==> src/srts_pkg.sv <==
package srts_pkg;

	localparam int ID_W    = 32;
	localparam int NAME_W  = 64;
	localparam int SCORE_W = 16;
	localparam int RANK_W  = 7;

	typedef enum logic [1:0] {
		OP_HOLD,
		OP_INSERT,
		OP_ROTATE,
		OP_SHIFT
	} op_t;

	typedef enum logic [1:0] {
		ST_LOAD,
		ST_RANK,
		ST_DRAIN
	} state_t;

	typedef struct packed {
		logic               valid;
		logic [ID_W-1:0]    id;
		logic [NAME_W-1:0]  name;
		logic [SCORE_W-1:0] score;
		logic [RANK_W-1:0]  cnt;
	} rec_t;

	typedef struct packed {
		op_t                op;
		logic [ID_W-1:0]    id;
		logic [NAME_W-1:0]  name;
		logic [SCORE_W-1:0] score;
		logic               bc_valid;
		logic [SCORE_W-1:0] bc_score;
	} ctrl_t;

endpackage

==> src/srts_cell.sv <==
module srts_cell (
	input  logic            clk,
	input  logic            arst_n,
	input  srts_pkg::ctrl_t ctrl,
	input  srts_pkg::rec_t  left,
	input  logic            left_moves,
	input  srts_pkg::rec_t  right,
	output srts_pkg::rec_t  cur,
	output logic            moves
);

	logic                         valid_q;
	logic [srts_pkg::ID_W-1:0]    id_q;
	logic [srts_pkg::NAME_W-1:0]  name_q;
	logic [srts_pkg::SCORE_W-1:0] score_q;
	logic [srts_pkg::RANK_W-1:0]  cnt_q;
	srts_pkg::rec_t               rec;
	srts_pkg::rec_t               nxt;
	logic                         inc;

	assign rec   = {valid_q, id_q, name_q, score_q, cnt_q};
	assign cur   = rec;
	// this cell sits at or past the insertion point (stable: equal ids stay)
	assign moves = !rec.valid || (rec.id > ctrl.id);
	assign inc   = ctrl.bc_valid && right.valid && (ctrl.bc_score > right.score);

	always_comb begin
		nxt = rec;
		unique case (ctrl.op)
			srts_pkg::OP_HOLD: begin
				nxt = rec;
			end
			srts_pkg::OP_INSERT: begin
				if (moves) begin
					if (left_moves) begin
						nxt = left;
					end else begin
						nxt.valid = 1'b1;
						nxt.id    = ctrl.id;
						nxt.name  = ctrl.name;
						nxt.score = ctrl.score;
						nxt.cnt   = '0;
					end
				end
			end
			srts_pkg::OP_ROTATE: begin
				nxt     = right;
				nxt.cnt = right.cnt + {{(srts_pkg::RANK_W-1){1'b0}}, inc};
			end
			srts_pkg::OP_SHIFT: begin
				nxt = right;
			end
			default: begin
				nxt = rec;
			end
		endcase
	end

	always_ff @(posedge clk or negedge arst_n) begin
		if (!arst_n) begin
			valid_q <= 1'b0;
		end else begin
			valid_q <= nxt.valid;
		end
	end

	always_ff @(posedge clk) begin
		id_q    <= nxt.id;
		name_q  <= nxt.name;
		score_q <= nxt.score;
		cnt_q   <= nxt.cnt;
	end

endmodule
==> config.mk <==
export PLATFORM = sky130hd
export DESIGN_NAME = srts_cell
export DESIGN_NICKNAME = d
export VERILOG_FILES = /design/src/srts_pkg.sv /design/src/srts_cell.sv
export SDC_FILE = /design/constraint.sdc
export NUM_CORES = 1
export LEC_CHECK = 0
export BUFFER_PORTS_ARGS = -buffer_cell sky130_fd_sc_hd__buf_4
export CORE_AREA = 5 5 187 189
export DETAILED_ROUTE_END_ITERATION = 10
export DIE_AREA = 0 0 192 194
export HOLD_SLACK_MARGIN = 0.03
export PLACE_DENSITY_LB_ADDON = 0.05
export SYNTH_ARGS = -nofsm -noshare
export SYNTH_HDL_FRONTEND = slang
export SYNTH_SLANG_ARGS = --single-unit
==> constraint.sdc <==
create_clock -name clk -period 8.3 [get_ports clk]
set_input_delay 1.66 -clock clk [delete_from_list [all_inputs] [get_ports clk]]
set_output_delay 1.66 -clock clk [all_outputs]
set_load 0.03 [all_outputs]
==> impl_results.md, run 1 <==
* CP max FO at 5
* Most common cell on crit path: buf_4
* Vias in the first global route at 7362
* Fin area at 12200 um2
* Hold Path Class: register to register
* DP HPWL at 25800 um
* Flop and latch count out of synthesis at 120
* Worst skew pair latency at 420 ps
* CTS Sinks at 120
* Total CTS buffers at 17
* Reg-to-Reg Start: id_q[14]
* Most common cell after layout, fill and taps aside: buf_4
* DRC at 0
* Routability Congestion at 0.763
* Reg2Reg Setup Slack at 4350 ps
* RSZ-0062 raised after global routing: no
* Reg-to-Reg End: id_q[0]
* Most frequent cells in the layout: buf_4 (496), nand2_1 (130), o21ai_0 (124)
* Outcome: finished clean
* CTS Root Cell: clkbuf_16
* Leakage at 5.90 nW
* IO Port Bufs at 494
* MaxCap Viol Count at 0
* Diode count at 0
* Crit path arrival time at 3560 ps
* Syn Inst Count at 715
* Drt wl/cell at 19.1 um
* Clk_skew at 18.6 ps
* Final hold vios at 0
* Setup tns final at 0 ps
* Post-synthesis sequential area ratio at 48.7%
* VDD IR max at 0.128 mV
* Die height at 194 um
* Top Ports at 495
* DIE AREA at 37200 um2
* Crit Path Class: primary input to primary output
* Hold path endpoint: valid_q
* Largest net degree at the start of global routing at 90
* Placed cells at 1621
* Cts hold-fix bufs at 0
* Primary FF master, synth: edfxtp_1
* Crit end category: primary output
* Yosys Warn Count at 0
* Buf+Inv Stages, Crit Path at 3
* Largest stage delay on the critical path at 700 ps
* Largest delay share family, worst path: simple AND/OR/NAND/NOR gates
* Synthesized area at 7390 um2
* Initial drt markers at 186
* Total power at 2.24 mW
* Mean Syn Cell Area at 10.3 um2
* Max Clk Rate at 192 MHz
* Clock slew at reported path FFs at 50 ps
* Min-delay src: valid_q
* Synth cell types at 40
* Layout overhead on the synthesized area at 64.6%
* First-pass DRT Iterations at 4
* Routed WL at 31600 um
* Initial antenna violation count at 0
* GR Util All Layers at 16.2%
* Post-CTS Setup Inserts at 0
* Max-slew violations at 0
* Starting Density at 22.3%
* Filler cells at 3437
* Post-Synthesis Net Count at 1139
* Crit path time final at 5220 ps
* First-pass GRT wire length at 45100 um
* Number of synthesized flops with an enable pin at 119
* Hold path depth at 3
* Layout cells sized above 1 at 44.3%
* Tcrit/Tclk final at 62.9%
* Reg2Reg Depth at 7
* Layout Nets at 1616
* Worst path cell trace: buf_4, inv_1, ha_1, nand4_2, or4_2, a21oi_1, or3_1, a21o_2, buf_4
* Slew margin rel. at 26.2%
* Max stage delay cell, worst path: or4_2
* CTS tree: built
* Req. time, crit path at 6640 ps
* Post-DP Area at 11500 um2
* Post-DRT Antenna Nets at 0
* Setup crit start kind: primary input
* CTS resizes at 0
* Asr flop ratio synth at 0.833%
* Worst-Margin Slew at 1110 ps
* Vias after detailed routing at 6958
* Gr ovfl total at 0
* CTS max path bufs at 2
* CORE AREA at 33100 um2
* DIE WIDTH at 192 um
* Pwr dens at 185 nW/um2
* Row count at 67
* Routed vias/inst at 4.21
* # setup viols final at 0
* H-tree levels at 4
* Fin cells at 1653
-- logic make-up after synthesis --
| logic type | after synthesis | synth area share, % |
|---|---|---|
| compound gates | 164 | 12.0 |
| xor+xnor | 5 | 0.593 |
| fa+ha+maj | 50 | 8.47 |
| buf+inv | 94 | 5.06 |
| flops | 120 | 48.7 |
| mux | 114 | 15.4 |
| simple gates | 168 | 9.72 |
-- worst max path at each step --
stage	slack, ps	depth (start not counted)	endpoint	startpoint
after floorplan	2020	7	cnt_q[0]	ctrl[112]
after global placement	3010	9	score_q[9]	ctrl[111]
after detailed placement	2930	9	score_q[9]	ctrl[111]
after CTS	3070	9	moves	ctrl[111]
after global routing	2960	9	moves	ctrl[111]
final	3080	9	moves	ctrl[111]
-- Yosys cell counts (2+ instances only) --
| cell type | count | share of area, % |
|---|---|---|
| edfxtp_1 | 119 | 48 |
| nor3_1 | 3 | 0.20 |
| a21oi_1 | 17 | 1.2 |
| o21ai_0 | 124 | 8.4 |
| nand4_1 | 10 | 0.85 |
| buf_2 | 14 | 0.95 |
| xnor2_1 | 3 | 0.36 |
| nand3_1 | 5 | 0.34 |
| mux2i_1 | 114 | 15 |
| ha_1 | 50 | 8.5 |
| nand2_1 | 130 | 6.6 |
| clkbuf_1 | 25 | 1.3 |
| a211oi_1 | 3 | 0.30 |
| and3_1 | 2 | 0.17 |
| inv_1 | 54 | 2.7 |
| nor2_1 | 5 | 0.25 |
| o211ai_1 | 3 | 0.30 |
| xor2_1 | 2 | 0.24 |
| nor2b_1 | 6 | 0.51 |
| a21o_1 | 6 | 0.61 |
-- area by class of cell --
type	instances	area (um2)	area share, %
Clock inverter	15	200	1.65
Timing Repair Buffer	498	3750	30.8
Clock buffer	17	425	3.50
Inverter	54	203	1.67
Multi-Input combinational cell	501	3430	28.2
Sequential cell	120	3600	29.6
Tap cell	448	561	4.61
-- layer usage --
layer	up-vias	track usage, %	routed length [um]
met4	0	3.51	442
met3	22	6.81	3180
li1	3542	-	-
met5	-	0	0
met2	268	29.0	16100
met1	3126	17.7	11900
-- state kept, by name, summed over array words and instances, names as in the netlist --
signal	flops
valid_q	1
cnt_q	7
score_q	16
name_q	64
id_q	32
-- worst reg2reg max path, cell delays in order (launching register included) --
cell,delay (ps)
edfxtp_1,400
ha_1,330
nand4_2,160
or4_2,700
a21oi_1,130
or3_1,190
a221o_4,920
buf_4,710
-- stage by stage --
| step | util [%] | hold slack (ps) | setup WS [ps] |
|---|---|---|---|
| 2_1_floorplan | - | 718 | 2020 |
| 3_3_place_gp | 34.8 | 798 | 3010 |
| 3_5_place_dp | 34.8 | 829 | 2930 |
| 4_1_cts | 36.7 | 840 | 3070 |
| 5_1_grt | 36.7 | 891 | 2960 |
| 6_report | 36.7 | 820 | 3080 |
-- report_power, final --
part / switching (mW) / internal, mW
registers: 0.0274 / 0.767
logic: 0.370 / 0.283
clock network: 0.293 / 0.504
(Power assumes the default switching activity.)
==> run 2, diff against run 1 <==
--- a/config.mk
+++ b/config.mk
@@ -6,9 +6,9 @@
 export NUM_CORES = 1
 export LEC_CHECK = 0
 export BUFFER_PORTS_ARGS = -buffer_cell sky130_fd_sc_hd__buf_4
-export CORE_AREA = 5 5 187 189
+export CORE_AREA = 5 5 188 190
 export DETAILED_ROUTE_END_ITERATION = 10
-export DIE_AREA = 0 0 192 194
+export DIE_AREA = 0 0 193 195
 export HOLD_SLACK_MARGIN = 0.03
 export PLACE_DENSITY_LB_ADDON = 0.05
 export SYNTH_ARGS = -nofsm -noshare
==> constraint.sdc (replaced) <==
create_clock -name clk -period 5.15 [get_ports clk]
set_input_delay 1.03 -clock clk [delete_from_list [all_inputs] [get_ports clk]]
set_output_delay 1.03 -clock clk [all_outputs]
set_load 0.03 [all_outputs]
==> run 2 against run 1 <==
  * Die area is 1.0% higher
  * Routed wire length is 2.4% higher
  * Setup slack worse by 1900 ps
  * Worst hold slack worse by 430 ps
  * Via count is 0.89% higher
  * Clock skew is 10 ps lower
  * Cell area is 0.34% higher
  * Non-clock buffer count is 2 higher
  * Global-route usage is 0.23 points higher
  * First-iteration DRC count is 4.3% higher
  * Final cell count is 0.12% higher
  * Largest cell class unchanged
  * Highest routed layer is now met5
==> impl_results.md, run 2 (synthesis results as in run 1) <==
* VDD IR max at 0.202 mV
* Filler cells at 3447
* Placed cells at 1623
* Hold Path Class: primary input to async pin
* Crit path time final at 3970 ps
* Reg2Reg Setup Slack at 1870 ps
* Buf+Inv Stages, Crit Path at 3
* Diode count at 0
* Total CTS buffers at 17
* First-pass GRT wire length at 46000 um
* Routed WL at 32400 um
* Drt wl/cell at 19.5 um
* RSZ-0062 raised after global routing: no
* Reg-to-Reg Start: id_q[15]
* CP max FO at 5
* Post-DP Area at 11600 um2
* Most frequent cells in the layout: buf_4 (496), nand2_1 (130), o21ai_0 (124)
* Max FFs per register at 64
* DRC at 0
* Final hold vios at 0
* Setup tns final at 0 ps
* First-pass DRT Iterations at 4
* Clk_skew at 8.43 ps
* Post-DRT Antenna Nets at 0
* IO Port Bufs at 494
* Biggest regs: name_q: 64 flops, id_q: 32 flops, score_q: 16 flops
* Routability Congestion at 0.766
* Layout overhead on the synthesized area at 65.2%
* Worst skew pair latency at 410 ps
* Worst path cell trace: buf_4, inv_1, ha_1, nand4_2, or4_2, a21oi_1, or3_1, a21o_2, buf_4
* Reg2Reg Depth at 7
* Critical Path Start: ctrl[112]
* Layout cells sized above 1 at 44.3%
* Vias after detailed routing at 7020
* Largest stage delay on the critical path at 700 ps
* CTS max path bufs at 2
* Max Clk Rate at 252 MHz
* Pwr dens at 298 nW/um2
* Setup WS post-layout at 1180 ps
* CTS tree: built
* Crit path arrival time at 2940 ps
* CTS Root Cell: clkbuf_16
* Starting Density at 22.2%
* Leakage at 5.92 nW
* Reg-to-Reg End: score_q[10]
* CTS resizes at 0
* Row count at 67
* Req. time, crit path at 4120 ps
* Crit end category: primary output
* Top reg by flops: name_q
* DIE WIDTH at 193 um
* Fin cells at 1655
* Gr ovfl total at 0
* CTS Sinks at 120
* Max-slew violations at 0
* Vias in the first global route at 7604
* Setup crit start kind: primary input
* Most common cell on crit path: buf_4
* Max stage delay cell, worst path: or4_2
* Clock slew at reported path FFs at 60 ps
* Fin area at 12200 um2
* Largest net degree at the start of global routing at 106
* Place WS at 1140 ps
* DP HPWL at 26400 um
* Initial antenna violation count at 1
* Layout Nets at 1618
* Post-CTS Setup Inserts at 0
* Tcrit/Tclk final at 77.1%
* Crit Path Class: primary input to primary output
* GR Util All Layers at 16.4%
* CORE AREA at 33300 um2
* MaxCap Viol Count at 0
* Top Ports at 495
* Outcome: finished clean
* Most common cell after layout, fill and taps aside: buf_4
* Die height at 195 um
* Slew margin rel. at 40.8%
* Worst-Margin Slew at 889 ps
* Cts hold-fix bufs at 0
* # setup viols final at 0
* Post-layout util at 36.7%
* H-tree levels at 4
* Largest delay share family, worst path: simple AND/OR/NAND/NOR gates
* DIE AREA at 37600 um2
* Routed vias/inst at 4.24
* Initial drt markers at 194
run 2: changes by cell type in the layout (fill, tap and decap cells not counted):
cell / delta
buf_12: +2
clkinv_2: -2
clkinv_1: +1
clkinvlp_4: +1
run 2: metal layers:
| layer | vias up | track usage [%] | share of wire, % |
|---|---|---|---|
| met5 | - | 0 | 0.053 |
| met4 | 2 | 2.91 | 0.83 |
| met1 | 3156 | 17.6 | 37 |
| met3 | 16 | 7.75 | 11 |
| met2 | 294 | 29.6 | 51 |
| li1 | 3552 | - | - |
run 2: worst reg2reg max path, delay by kind of cell, from the launching register on:
kind | cells | cell delay [ps]
AOI/OAI and AO/OA | 2 | 660
adders and majority gates | 1 | 330
buffers and inverters | 1 | 370
DFF | 1 | 410
and+or+nand+nor | 3 | 1050
run 2: worst max path at each step:
stage	to	slack (ps)	cells after the start
finish	moves	1180	9
detailed placement	score_q[4]	1140	9
global placement	score_q[4]	1210	9
floorplan	cnt_q[0]	800	7
global route	moves	1010	9
CTS	moves	1160	9
run 2: area by class of cell:
type / count / area (um2) / share of cell area (%)
clock buffer: 17 / 425 / 3.49
multi-input combinational: 501 / 3430 / 28.1
inverter: 54 / 203 / 1.66
sequential: 120 / 3600 / 29.5
tap: 448 / 561 / 4.59
clock inverter: 15 / 201 / 1.65
timing repair buffer: 500 / 3790 / 31.0
run 2: report_power, final:
group          internal (mW)  switching, mW  total [mW]  leakage (nW)
combinational          0.462          0.600        1.06          4.39
sequential              1.23         0.0458        1.28          1.22
clock                  0.813          0.485        1.30         0.303
run 2: metrics by stage:
step	hold slack, ps	total power, mW
final	392	3.64
after global routing	362	3.84
after CTS	363	3.71
after detailed placement	812	2.39
after global placement	813	2.39
after floorplan	718	1.83
